[src/rtl/yqr_pkg.sv]
package yqr_pkg;

	localparam int PIX_W    = 8;
	// offsets span -226..222
	localparam int OFFSET_W = 10;
	// luma plus offset spans -226..477
	localparam int SUM_W    = 11;
	localparam int QUAD_N   = 4;
	localparam logic [PIX_W-1:0] PIXEL_MAX = 8'd255;

	typedef logic [PIX_W-1:0] pix_t;

	typedef struct packed {
		logic signed [OFFSET_W-1:0] red;
		logic signed [OFFSET_W-1:0] green;
		logic signed [OFFSET_W-1:0] blue;
	} offsets_t;

	typedef struct packed {
		pix_t red;
		pix_t green;
		pix_t blue;
	} rgb_t;

endpackage

[src/rtl/yuv420_quad_to_rgb888.sv]
// channel | handshake                | payload
// --------+--------------------------+--------------------------------------
// in      | in_valid / in_stall      | four luma bytes, chroma_blue, chroma_red
// out     | out_valid / out_stall    | red/green/blue for each of four pixels
//
// one quad per cycle sustained while out_stall stays low; each quad passes through
// the input register and then the result register around the offset/clamp logic
// arst_n low empties both stages at once; payload registers are not reset
// out_stall holds the result register; the input register keeps taking a quad
// while it is empty or can move forward, so in_stall rises only when both are full
module yuv420_quad_to_rgb888 import yqr_pkg::*; (
	input  logic clk,
	input  logic arst_n,
	input  logic in_valid,
	output logic in_stall,
	input  pix_t luma_top_left,
	input  pix_t luma_top_right,
	input  pix_t luma_bottom_left,
	input  pix_t luma_bottom_right,
	input  pix_t chroma_blue,
	input  pix_t chroma_red,
	output logic out_valid,
	input  logic out_stall,
	output pix_t red_top_left,
	output pix_t green_top_left,
	output pix_t blue_top_left,
	output pix_t red_top_right,
	output pix_t green_top_right,
	output pix_t blue_top_right,
	output pix_t red_bottom_left,
	output pix_t green_bottom_left,
	output pix_t blue_bottom_left,
	output pix_t red_bottom_right,
	output pix_t green_bottom_right,
	output pix_t blue_bottom_right
);

	logic     valid_s1;
	logic     valid_s2;
	pix_t     luma_s1 [QUAD_N];
	pix_t     cb_s1;
	pix_t     cr_s1;
	rgb_t     rgb_s2 [QUAD_N];
	rgb_t     rgb_next [QUAD_N];
	offsets_t offsets;
	logic     adv_s1;
	logic     adv_s2;

	// stage advance
	assign adv_s2   = !valid_s2 || !out_stall;
	assign adv_s1   = !valid_s1 || adv_s2;
	assign in_stall = !adv_s1;

	// input register valid
	always_ff @(posedge clk or negedge arst_n) begin
		if (!arst_n) begin
			valid_s1 <= 1'b0;
		end else if (adv_s1) begin
			valid_s1 <= in_valid;
		end
	end

	// input register payload
	always_ff @(posedge clk) begin
		if (adv_s1 && in_valid) begin
			luma_s1[0] <= luma_top_left;
			luma_s1[1] <= luma_top_right;
			luma_s1[2] <= luma_bottom_left;
			luma_s1[3] <= luma_bottom_right;
			cb_s1      <= chroma_blue;
			cr_s1      <= chroma_red;
		end
	end

	// shared chroma offsets
	yqr_offset u_offset (
		.chroma_blue (cb_s1),
		.chroma_red  (cr_s1),
		.offsets     (offsets)
	);

	// three adders and clamps per pixel, one per colour
	for (genvar p = 0; p < QUAD_N; p++) begin : g_pix
		yqr_pixel u_pixel (
			.luma    (luma_s1[p]),
			.offsets (offsets),
			.rgb     (rgb_next[p])
		);
	end

	// result register valid
	always_ff @(posedge clk or negedge arst_n) begin
		if (!arst_n) begin
			valid_s2 <= 1'b0;
		end else if (adv_s2) begin
			valid_s2 <= valid_s1;
		end
	end

	// result register payload
	always_ff @(posedge clk) begin
		if (adv_s2 && valid_s1) begin
			rgb_s2 <= rgb_next;
		end
	end

	// output mapping
	assign out_valid          = valid_s2;
	assign red_top_left       = rgb_s2[0].red;
	assign green_top_left     = rgb_s2[0].green;
	assign blue_top_left      = rgb_s2[0].blue;
	assign red_top_right      = rgb_s2[1].red;
	assign green_top_right    = rgb_s2[1].green;
	assign blue_top_right     = rgb_s2[1].blue;
	assign red_bottom_left    = rgb_s2[2].red;
	assign green_bottom_left  = rgb_s2[2].green;
	assign blue_bottom_left   = rgb_s2[2].blue;
	assign red_bottom_right   = rgb_s2[3].red;
	assign green_bottom_right = rgb_s2[3].green;
	assign blue_bottom_right  = rgb_s2[3].blue;

endmodule

[src/rtl/yqr_offset.sv]
module yqr_offset import yqr_pkg::*; (
	input  pix_t     chroma_blue,
	input  pix_t     chroma_red,
	output offsets_t offsets
);

	logic signed [OFFSET_W-1:0] cb;
	logic signed [OFFSET_W-1:0] cr;

	// centering by 128 is a flip of the top bit, then sign extension
	always_comb begin
		cb = OFFSET_W'(signed'({~chroma_blue[PIX_W-1], chroma_blue[PIX_W-2:0]}));
		cr = OFFSET_W'(signed'({~chroma_red[PIX_W-1], chroma_red[PIX_W-2:0]}));
	end

	// shift-add terms, arithmetic shifts floor each term
	always_comb begin
		offsets.red   = cr + (cr >>> 2) + (cr >>> 3) + (cr >>> 5);
		offsets.green = -((cb >>> 2) + (cb >>> 4) + (cb >>> 5))
		              - ((cr >>> 1) + (cr >>> 3) + (cr >>> 4) + (cr >>> 5));
		offsets.blue  = cb + (cb >>> 1) + (cb >>> 2) + (cb >>> 6);
	end

endmodule

[src/rtl/yqr_pixel.sv]
module yqr_pixel import yqr_pkg::*; (
	input  pix_t     luma,
	input  offsets_t offsets,
	output rgb_t     rgb
);

	function automatic pix_t clamp_sum(input pix_t y, input logic signed [OFFSET_W-1:0] off);
		logic signed [SUM_W-1:0] sum;
		sum = signed'(SUM_W'({1'b0, y})) + SUM_W'(off);
		if (sum < 0) begin
			return '0;
		end else if (sum > signed'(SUM_W'(PIXEL_MAX))) begin
			return PIXEL_MAX;
		end
		return sum[PIX_W-1:0];
	endfunction

	// add each offset to the luma and saturate to a byte
	always_comb begin
		rgb.red   = clamp_sum(luma, offsets.red);
		rgb.green = clamp_sum(luma, offsets.green);
		rgb.blue  = clamp_sum(luma, offsets.blue);
	end

endmodule

[config.mk]
export PLATFORM = sky130hd
export DESIGN_NAME = yuv420_quad_to_rgb888
export DESIGN_NICKNAME = d
export VERILOG_FILES = /design/src/rtl/yqr_pkg.sv /design/src/rtl/yuv420_quad_to_rgb888.sv /design/src/rtl/yqr_offset.sv /design/src/rtl/yqr_pixel.sv
export SDC_FILE = /design/constraint.sdc
export NUM_CORES = 1
export LEC_CHECK = 0
export BUFFER_PORTS_ARGS = -buffer_cell sky130_fd_sc_hd__buf_4
export CAP_MARGIN = 20
export CELL_PAD_IN_SITES_DETAIL_PLACEMENT = 0
export CELL_PAD_IN_SITES_GLOBAL_PLACEMENT = 1
export CORE_UTILIZATION = 50
export CTS_CLUSTER_SIZE = 20
export DETAILED_ROUTE_END_ITERATION = 10
export GPL_TIMING_DRIVEN = 0
export HOLD_SLACK_MARGIN = 0.1
export PLACE_DENSITY = 0.95
export SYNTH_ARGS = -nofsm -noshare
export SYNTH_HDL_FRONTEND = slang
export SYNTH_SLANG_ARGS = --single-unit
export TNS_END_PERCENT = 5
[constraint.sdc]
create_clock -name clk -period 11.79 [get_ports clk]
set_input_delay 0.5895 -clock clk [delete_from_list [all_inputs] [get_ports clk]]
set_output_delay 0.5895 -clock clk [all_outputs]
set_load 0.01 [all_outputs]
==> metrics list, run 1 <==
- Worst slew pin tran: 1.03 ns
* Remaining antenna violation count after routing: 0
* Synth warn: 0
- Net Count, Synth: ~1400
- Clock tree from TritonCTS: built
* End point of the critical path: green_top_right[0]
- Detailed-placement wirelength estimate: between 20000 and 30000 um
* Number of sinks handled by clock tree synthesis: 146
* Commonest non-fill, non-tap cells in the layout: buf_4 (151), ha_1 (144), edfxtp_1 (144), a21oi_1 (117), o21ai_0 (99)
* Relative max-transition margin: between 30% and 40%
- The worst setup path is launched from a flip-flop.
- In the synthesized netlist the async set-or-reset flop fraction comes to 1.37%.
- The first routing iteration left 683 violations.
- Crit path capture type: flip-flop
- Number of buffers on the longest clock path: 2
- Gp weighted congestion: between 0.9 and 1
- Setup repair after global routing missed its margin: false
- Per-cell routed wire length: around 19 um
* Wire length of the first global-routing pass: about 50000 um
- Number of vias after detailed routing: about 10000
* Endpoint of the lowest-slack register-to-register path: green_top_right[0]
- Fraction of layout instances using a drive strength above 1: around 15%
- Number of failing hold endpoints at the final stage: 0
- Die ar.: approximately 0.025 mm2
* Final total negative setup slack: 0 ns
- The synthesized design contains around 140 enable-type register cells.
- Most common cell after layout, fill and taps aside: buf_4
* Clock latency reported for the late side of the worst-skew pair: around 0.43 ns
- Entering global routing, the biggest net connects 36 pins.
- The H-tree generated during clock tree synthesis spans 4 levels.
* Primary FF master, synth: edfxtp_1
- In the routed design, unresolved DRC markers number 0.
- Area overhead of the layout relative to synthesis: 18.0%
- After layout, the worst path uses between 60% and 70% of the clock period.
- The floorplan step set the die height to approximately 160 um.
- In this run the standard cell core region covers ~0.024 mm2.
- Worst min-delay path category: input pin to flip-flop
* Worst Setup Path Type: flip-flop to flip-flop
* Data required time at the worst endpoint: 12.00 ns
* Total wire length: ~32000 um
- The number of global-route vias before repair is between 9000 and 10000.
* Antenna violations before repair: 0
- The die is about 160 um wide.
- Non-Filler Instances: between 1500 and 2000
- Clock tree synthesis inserted a total of 17 buffers.
* Placed Cells incl. Taps: roughly 1700
- Each instance of the synthesized netlist takes up on average approximately 10 um2.
- The flow ran to the end, and the final reports show no timing, DRC or antenna violations.
* Via-per-instance ratio: about 6
- Summed over all layers, the global routing overflow is 0.
- For the worst setup path, the data arrival time is between 7 and 8 ns.
* GR met3 Demand/Resource: between 4 and 5%
- In this run the clock root is driven by a clkbuf_16.
* R2R depth: 26
* Diode insertion count for antenna repair: 0
- Summing the sequential cell areas from Yosys gives between 30% and 40% of the chip area.
- Between clock sinks in the finished design, the worst skew comes to between 0.01 and 0.015 ns.
- Yosys mapped the design onto 73 distinct sky130hd cell types.
- For this run, the top clock speed supported by timing is 129 MHz.
- For this run, global-route usage on met1 was measured as about a third.
* Final core utilization: between 60% and 70%
- The initial utilization of the core area, before any placement, comes to approximately 50%.
- Setup violations remaining at the end of the flow were counted as 0.
- The synthesized netlist occupies a cell area of 0.0122 mm2.
- The count of buffers added on input and output ports is approximately 150.
- Tracing the worst setup path back leads to its startpoint at cb_s1[7].
- The synthesized design contains around 150 register bits.
- Along the worst path, the maximum fanout reaches 13.
- The number of max-slew violations in the final report came to 0.
- Clock-pin slew was measured on the worst setup and hold paths at ~0.06 ns.
- The floorplan has 56 rows.
- In this run the critical register-to-register path is launched from cb_s1[7].
- Hold path depth: 1
- First-pass iteration count of the detailed router: 5
* Register-to-register setup slack: about 4 ns
* Top-level I/O count: 150
* Count of max-cap constraint violations: 0
* Gate count after technology mapping: 1195
- After global routing, the most crowded layer is met2.
- For this run, global-route usage on met2 was measured as a little over two fifths.
* Final net count: ~1600
* Period minus WS final: 7.77 ns
- Global-route usage over all layers: a little over a quarter
[layer usage]
metal / up-vias / share of wire (%)
met3: 75 / 5.9
met4: 0 / 3.6
met2: 354 / 47
li1: 4825 / -
met1: 4727 / 43
met5: - / 0
[synthesized netlist by cell type, drive strengths merged, types with 28 or more instances]
cell / number / area share, %
edfxtp: 144 / 35
ha: 144 / 15
a21oi: 119 / 4.9
o21ai: 108 / 4.7
inv: 94 / 2.9
nor2: 92 / 2.8
fa: 47 / 7.7
nand2: 40 / 1.2
a21o: 34 / 2.1
xnor2: 33 / 2.4
xor2: 33 / 2.4
o21a: 31 / 1.9
a211oi: 28 / 1.8
[metrics by stage]
step                cell area, um2  worst slack [ns]  hold WS [ns]
floorplan                    12200              3.54         0.294
global placement             13700             0.681         0.372
detailed placement           13800              4.24         0.374
CTS                          14400              4.18         0.318
global route                 14400              3.69         0.318
finish                       14400              4.02         0.328
[worst min-delay path by stage]
stage	start	endpoint	slack, ns
6_report	chroma_red[3]	cr_s1[3]	0.33
5_1_grt	chroma_red[3]	cr_s1[3]	0.32
4_1_cts	luma_bottom_left[5]	luma_s1[2][5]	0.32
3_5_place_dp	arst_n	valid_s1	0.37
3_3_place_gp	arst_n	out_valid	0.37
2_1_floorplan	arst_n	out_valid	0.29
[cell type report]
class | instances | area, um2
Fill cell | 2023 | 9300
Multi-Input combinational cell | 938 | 7390
Sequential cell | 146 | 4370
Timing Repair Buffer | 154 | 1220
Clock buffer | 18 | 429
Tap cell | 319 | 399
Inverter | 95 | 357
Clock inverter | 13 | 138
Buffer | 16 | 82.6
[registers in the layout (all words and copies together), names as in the netlist, 8 cells and up]
| signal | cells |
|---|---|
| luma_s1 | 32 |
| blue_bottom_left | 8 |
| blue_bottom_right | 8 |
| blue_top_left | 8 |
| blue_top_right | 8 |
| cb_s1 | 8 |
| cr_s1 | 8 |
| green_bottom_left | 8 |
| green_bottom_right | 8 |
| green_top_left | 8 |
| green_top_right | 8 |
| red_bottom_left | 8 |
| red_bottom_right | 8 |
| red_top_left | 8 |
| red_top_right | 8 |
[critical path, stage by stage (launching register included)]
cell      delay, ns
edfxtp_1       0.38
clkbuf_1       0.33
clkinv_1       0.56
fa_1           0.73
inv_1          0.07
fa_1           0.53
inv_1          0.05
fa_1           0.49
fa_1           0.45
fa_1           0.49
inv_1          0.07
ha_1           0.20
inv_1          0.07
fa_1           0.41
nand2b_1       0.19
nand2_1        0.07
a21oi_1        0.07
xnor2_1        0.51
ha_1           0.25
o21a_1         0.15
o21ai_0        0.10
a21oi_1        0.24
or2_2          0.15
clkbuf_1       0.26
nor3_1         0.09
a211o_1        0.31
a311oi_1       0.32
[cells by family after synthesis]
family                     Yosys count  synth area share, %
and+or+nand+nor                    251                 10.3
AOI/OAI and AO/OA                  427                 22.7
xor gates and xnor gates            66                 4.74
DFF                                146                 35.9
buffers and inverters              111                 3.60
muxes                                2                0.174
adders and majority gates          192                 22.6
[timing repair]
| action | 4_1_cts | 5_1_grt |
|---|---|---|
| hold buffers | 1 | 0 |
| resized for setup | 0 | 0 |
| buffers inserted | 0 | 0 |
| endpoints found under the hold margin | 2 | 0 |
Power of run 1 is not shown: default switching activity piles up to over one toggle a cycle in this logic, so the estimate is an artifact.
==> inputs of run 2 (changes only) <==
CORE_UTILIZATION = 42   (was 50)
PLACE_DENSITY = 0.88   (was 0.95)
clock period = 6.37 ns   (was 11.79 ns; I/O delays follow)
==> run 2 against run 1 <==
Critical path depth fell by 1. Via count rose by 3.3%. First-iteration DRC count rose by 3.4%. Utilization fell by 6.4 points. Critical endpoint is now green_top_left[0]. Sequential share of layout area fell by 2.3 points.
==> metrics list, run 2 (synthesized netlist as in run 1, its figures left out) <==
* Wire length of the first global-routing pass: 51200 um (+2.9%)
- Initial standard-cell utilization of the core: 42.6% (-8.9 points)
* Number of vias after detailed routing: 10311 (+3.3%)
- Total wire length: 34500 um (+7.0%)
- The area growth from synthesis to layout is 27.6%.
- The number of clock buffers inserted by TritonCTS came to 17 (unchanged).
- Global-route congestion overflow total: 0 (unchanged)
* Crit share post-route: 98.8% (+33 points)
- The via density per instance is 5.62 (-4.3%).
- The die extent in x was 172 um (+9.0%).
- The cell area after placement is 0.0139 mm2 (+0.59%).
- After global routing, the most crowded layer is met2.
* Die ar.: 0.0297 mm2 (+19%)
* Global-route usage over all layers: 23.3% (-3.4 points)
- The flip-flop count of the largest register after layout came to 32 (unchanged).
- Number of failing hold endpoints at the final stage: 0 (unchanged)
- Crit path capture type: flip-flop
- The transition time at the pin with the least slew margin was 0.918 ns (-0.107 ns).
* Setup repair after global routing missed its margin: true
* Detailed-placement wirelength estimate: 26500 um (+3.3%)
- Per-cell routed wire length: 18.8 um (-0.84%)
- The routability congestion estimate came to 0.935 (-3.9%).
- The fraction of met3 tracks used by global routing is 4.14% (-0.57 points).
- Final total negative setup slack: 0 ns (unchanged)
* Commonest non-fill, non-tap cells in the layout: buf_4 (171), edfxtp_1 (144), ha_1 (135), a21oi_1 (97), o21ai_0 (95)
* Slack of the critical path: 0.0779 ns (-3.94 ns)
- Count of max-cap constraint violations: 0 (unchanged)
- Fraction of layout instances using a drive strength above 1: 21.3% (+6.0 points)
- The count of H-tree levels built during CTS was 4 (unchanged).
- Clock latency reported for the late side of the worst-skew pair: 0.45 ns (+0.02 ns)
- Number of pins exceeding their max-slew limit in the final report: 0 (unchanged)
- Number of buffer cells added on primary ports: 149 (unchanged)
- The minimum setup slack after placement was -1.21 ns (-5.45 ns).
- First-pass iteration count of the detailed router: 5 (unchanged)
- Final-report setup violation count: 0 (unchanged)
- The met2 track demand over resource in global routing was 38.5% (-5.2 points).
* Clock tree from TritonCTS: built
- The core outline area was 0.0286 mm2 (+21%).
- The DRC violations left is 0 (unchanged).
- Number of sinks handled by clock tree synthesis: 146 (unchanged)
- DRC marker count from the first detailed-route iteration: 706 (+3.4%)
- Worst min-delay path category: input pin to async pin
- Clock edge transition at the registers on the reported setup and hold paths: 0.07 ns (about the same)
* Data required time at the worst endpoint: 6.67 ns (-5.33 ns)
- The library cell used most frequently in the layout, excluding fill and tap cells, is buf_4.
- The number of buffers on the longest clock path came to 2 (unchanged).
- Final net count: 1678 (+4.2%)
* Post-route cell area: 0.0156 mm2 (+8.2%)
- The pin count of the biggest net entering global routing came to 37 (+2.8%).
* Met1 layer usage reported by global route: 29.0% (-5.8 points)
- The run finished with clean final reports.
- Root Buffer: clkbuf_16
* Antenna violations before repair: 0 (unchanged)
- The utilization after layout was 54.4% (-6.4 points).
- The final period demand of the worst path was 6.29 ns (-1.48 ns).
- Top-level I/O count: 150 (unchanged)
* Num rows: 62 (+11%)
- luma_s1 holds more flip-flops than any other register.
* Worst Setup Path Type: flip-flop to flip-flop
- Highest Clock Rate: 159 MHz (+24%)
- The normalized max-slew margin is 38.3% (+7.2 points).
- The number of global-route vias before repair was 9815 (+3.7%).
- The overall die height is 172 um (+9.0%).
- The data arrival time of the critical path was 6.60 ns (-1.39 ns).
- The clock skew after layout is 0.0106 ns (-0.00124 ns).
- Startpoint type of the worst setup path: flip-flop
* Remaining antenna violation count after routing: 0 (unchanged)
- Largest driver fanout on the critical path: 5 (-8)
run 2: cell types whose count changed in the layout (fill, tap and decap cells not counted), sizes merged, moves of 4 or more:
| cell | before | now |
|---|---|---|
| dlygate4sd3 | 1 | 51 |
| buf | 158 | 178 |
| inv | 96 | 103 |
| clkbuf | 29 | 25 |
run 2: repair_timing:
action	4_1_cts	5_1_grt
setup buffers	8	13
hold buffers	51	0
gates resized for setup	15	77
pin swaps	3	35
endpoints found under the hold margin	52	0
setup endpoints to repair	32	32
run 2: worst paths after layout:
| kind | from | cells past startpoint | slack [ns] | to |
|---|---|---|---|---|
| max in group asynchronous | arst_n | 2 | 6.10 | valid_s1 |
| min reg2reg | valid_s1 | 1 | 0.51 | out_valid |
| max | cb_s1[5] | 25 | 0.08 | green_top_left[0] |
| max reg2reg | cb_s1[5] | 25 | 0.08 | green_top_left[0] |
| min in group clk | valid_s1 | 1 | 0.51 | out_valid |
| min | arst_n | 2 | 0.18 | out_valid |
run 2: area by class of cell:
class | instances | area, um2
Fill cell | 2504 | 13100
Multi-Input combinational cell | 938 | 7830
Sequential cell | 146 | 4370
Timing Repair Buffer | 224 | 1870
Tap cell | 384 | 480
Clock buffer | 17 | 425
Inverter | 95 | 364
Clock inverter | 15 | 139
Buffer | 13 | 72.6
Antenna cell | 2 | 5.00
run 2: metrics by stage:
step | instances | hold WS (ns)
after floorplan | 1195 | 0.0229
after global placement | 1728 | 0.102
after detailed placement | 1732 | 0.102
after CTS | 1820 | 0.157
after global routing | 1832 | 0.164
final | 1834 | 0.180
run 2: worst max-delay path: stages (launching register included):
cell and delay [ns]:
edfxtp_1 0.47, fa_1 0.59, ha_2 0.18, inv_1 0.05, fa_1 0.53, inv_2 0.05
fa_1 0.50, fa_1 0.54, fa_1 0.43, inv_2 0.09, ha_4 0.14, inv_1 0.05
fa_2 0.41, nand2b_4 0.17, nand2_2 0.08, a21oi_2 0.07, xnor2_2 0.16, buf_4 0.18
buf_4 0.15, ha_4 0.27, o21ai_2 0.06, o21bai_2 0.22, a21oi_2 0.26, a22oi_2 0.11
a31o_4 0.26, o22ai_1 0.12
run 2: routing by layer:
layer  vias to the layer above  wire length [um]
li1                       4963                 -
met1                      4968             15200
met2                       304             16500
met3                        76              1520
met4                         0              1270
met5                         -                 0
Power of run 2 is left out for the same reason.
==> inputs of run 3 (changes only) <==
BUFFER_PORTS_ARGS = default   (was -buffer_cell sky130_fd_sc_hd__buf_4)
CORE_UTILIZATION = 46   (was 42)
DONT_BUFFER_PORTS = 1   (was default)
==> run 3 against run 2 <==
Design area is 8.5% lower. First-iteration DRC count is 32% higher. Wire length is 1.6% lower. Cell count is 11% lower. Critical endpoint is now green_top_right[1]. Largest cell class unchanged.
==> metrics list, run 3 (synthesized netlist as in run 1, its figures left out) <==
- The normalized max-slew margin came to 39.1% (+0.71 points).
* Number of vias after detailed routing: 9758 (-5.4%)
- Final net count: 1536 (-8.5%)
- The required time at the worst-slack endpoint is 6.64 ns (-0.03 ns).
- Startpoint type of the worst setup path: flip-flop
- The largest stage delay on the critical path came to 0.56 ns (-0.03 ns).
* Arrival time at the worst endpoint: 6.41 ns (-0.19 ns)
* Outcome: finished, final reports clean
* Global-route congestion overflow total: 0 (unchanged)
- The setup slack on the worst flop-to-flop path was 0.23 ns (+0.16 ns).
- The number of DRC violations after detailed-routing iteration 0 is 932 (+32%).
* Global-route usage over all layers: 25.0% (+1.7 points)
- Area taken by multi-input logic gates: 0.00756 mm2 (-3.5%)
* Antenna violations before repair: 0 (unchanged)
- Register with the most flip-flops: luma_s1
- The number of buffers on the longest clock path is 2 (unchanged).
* TritonCTS Buffers: 17 (unchanged)
- Wire length of the first global-routing pass: 50600 um (-1.2%)
* Clock edge transition at the registers on the reported setup and hold paths: 0.07 ns (about the same)
- The overall die height was 165 um (-4.4%).
* Number of failing hold endpoints at the final stage: 0 (unchanged)
* Num rows: 59 (-4.8%)
* Final core utilization: 54.6% (+0.27 points)
* Per-cell routed wire length: 20.7 um (+10%)
* Initial standard-cell utilization of the core: 46.8% (+4.2 points)
- The die extent in x came to 165 um (-4.4%).
- Traced cell by cell, the critical path runs through fa_1 -> ha_1 -> inv_1 -> fa_1 -> inv_1 -> fa_1 -> fa_1 -> fa_1 -> inv_1 -> ha_4 -> inv_1 -> fa_2 -> nand2b_1 -> nand2_1 -> a21oi_1 -> xnor2_2 -> ha_2 -> o21a_1 -> nor2_1 -> a211oi_2 -> nor2_1 -> a21oi_2 -> a221o_1 -> a311oi_2.
- The final period demand of the worst path is 6.14 ns (-0.155 ns).
* Total wire length: 33900 um (-1.6%)
* Highest Clock Rate: 163 MHz (+2.5%)
- The top cell types in the final layout, fill and taps aside, are edfxtp_1 (144), ha_1 (141), a21oi_1 (110), o21ai_0 (97), inv_1 (94).
- Cell repeated most along the worst path: fa_1
* Most common cell after layout, fill and taps aside: edfxtp_1
- Number of flip-flops under the largest register name: 32 (unchanged)
* Root Buffer: clkbuf_16
- Via count of the first global-routing pass: 9400 (-4.2%)
- Final-report setup violation count: 0 (unchanged)
- The post-detailed-placement half-perimeter wirelength came to 26300 um (-0.60%).
* Sequential cell area: 0.00437 mm2 (unchanged)
* Top-level I/O count: 150 (unchanged)
* Via-per-instance ratio: 5.95 (+5.8%)
- Die ar.: 0.0272 mm2 (-8.6%)
- The remaining antenna violation count was 0 (unchanged).
- The combined buffer and inverter count along the critical path came to 4 (-2).
- The maximum fanout along the worst path came to 5 (unchanged).
- The fraction of final layout cells sized beyond drive strength 1 came to 9.34% (-12 points).
- The DRC violations left is 0 (unchanged).
* Number of buffer cells added on primary ports: 0 (-100%)
- Max Clock Skew: 0.0148 ns (+0.00418 ns)
- Number of pins exceeding their max-slew limit in the final report: 0 (unchanged)
- Area overhead of the layout relative to synthesis: 16.8%
* Critical path's slowest cell: edfxtp_1
- The period utilization was 96.3% (-2.4 points).
- The pin count of the biggest net entering global routing is 38 (+2.7%).
* Diode insertion count for antenna repair: 0 (-2)
- Placeable core region: 0.0261 mm2 (-9.0%)
* First-pass iteration count of the detailed router: 5 (unchanged)
* Filler Cell Count: 2216 (-12%)
- The clock sink total was 146 (unchanged).
- TritonCTS built the clock tree.
* Worst slew pin tran: 0.908 ns (-0.0106 ns)
* Worst path top cell family by delay: adder cells
* Count of max-cap constraint violations: 0 (unchanged)
- The tightest min-delay check is of the input pin to flip-flop type.
- Worst Setup Path Type: flip-flop to flip-flop
- Crit path capture type: flip-flop
- Clock latency reported for the late side of the worst-skew pair: 0.45 ns (about the same)
* Number of H-tree levels: 4 (unchanged)
- The routability congestion estimate came to 0.946 (+1.2%).
## run 3: metrics by stage
stage | std cells | worst slack, ns | setup TNS (ns) | area, um2 | hold WS (ns)
detailed placement | 1534 | -1.07 | -28.71 | 12700 | 0.0229
floorplan | 1195 | -0.191 | -1.70 | 12200 | 0.0229
global route | 1641 | -0.0208 | -0.0846 | 14200 | 0.213
finish | 1641 | 0.233 | 0 | 14200 | 0.200
global placement | 1530 | -1.05 | -110.60 | 12600 | 0.0229
CTS | 1623 | 0.0221 | 0 | 14000 | 0.204
## run 3: path summary, 6_finish.rpt
| kind | from | to | cells past startpoint |
|---|---|---|---|
| worst max-delay path | cb_s1[2] | green_top_right[1] | 24 |
| worst min-delay path | out_stall | red_bottom_right[5] | 1 |
| worst max register to register | cb_s1[2] | green_top_right[1] | 24 |
| worst min register to register | valid_s1 | out_valid | 1 |
| max in group asynchronous | arst_n | out_valid | 2 |
| min in group asynchronous | arst_n | valid_s1 | 2 |
## run 3: area by class of cell
class,instances,share of cell area (%)
plain buffers,13,0.510
clock buffers,17,2.99
clock inverters,15,1.56
inverters,95,2.54
multi-input cells,938,53.1
flip-flops and latches,146,30.7
well taps,335,2.94
repair buffers,82,5.66
## run 3: what timing repair did
| item | in CTS | in global routing |
|---|---|---|
| hold buffers | 53 | 0 |
| setup endpoints to repair | 32 | 32 |
| resized for setup | 10 | 27 |
| pin swaps | 1 | 11 |
| buffers inserted | 7 | 18 |
| endpoints found under the hold margin | 52 | 0 |
## run 3: layer usage
metal  share of wire [%]  global-route usage, %
met1                  43                   32.1
met2                  48                   42.2
met3                 6.1                   4.42
met4                 2.6                   8.92
met5                   0                      0
Power of run 3 is left out for the same reason.
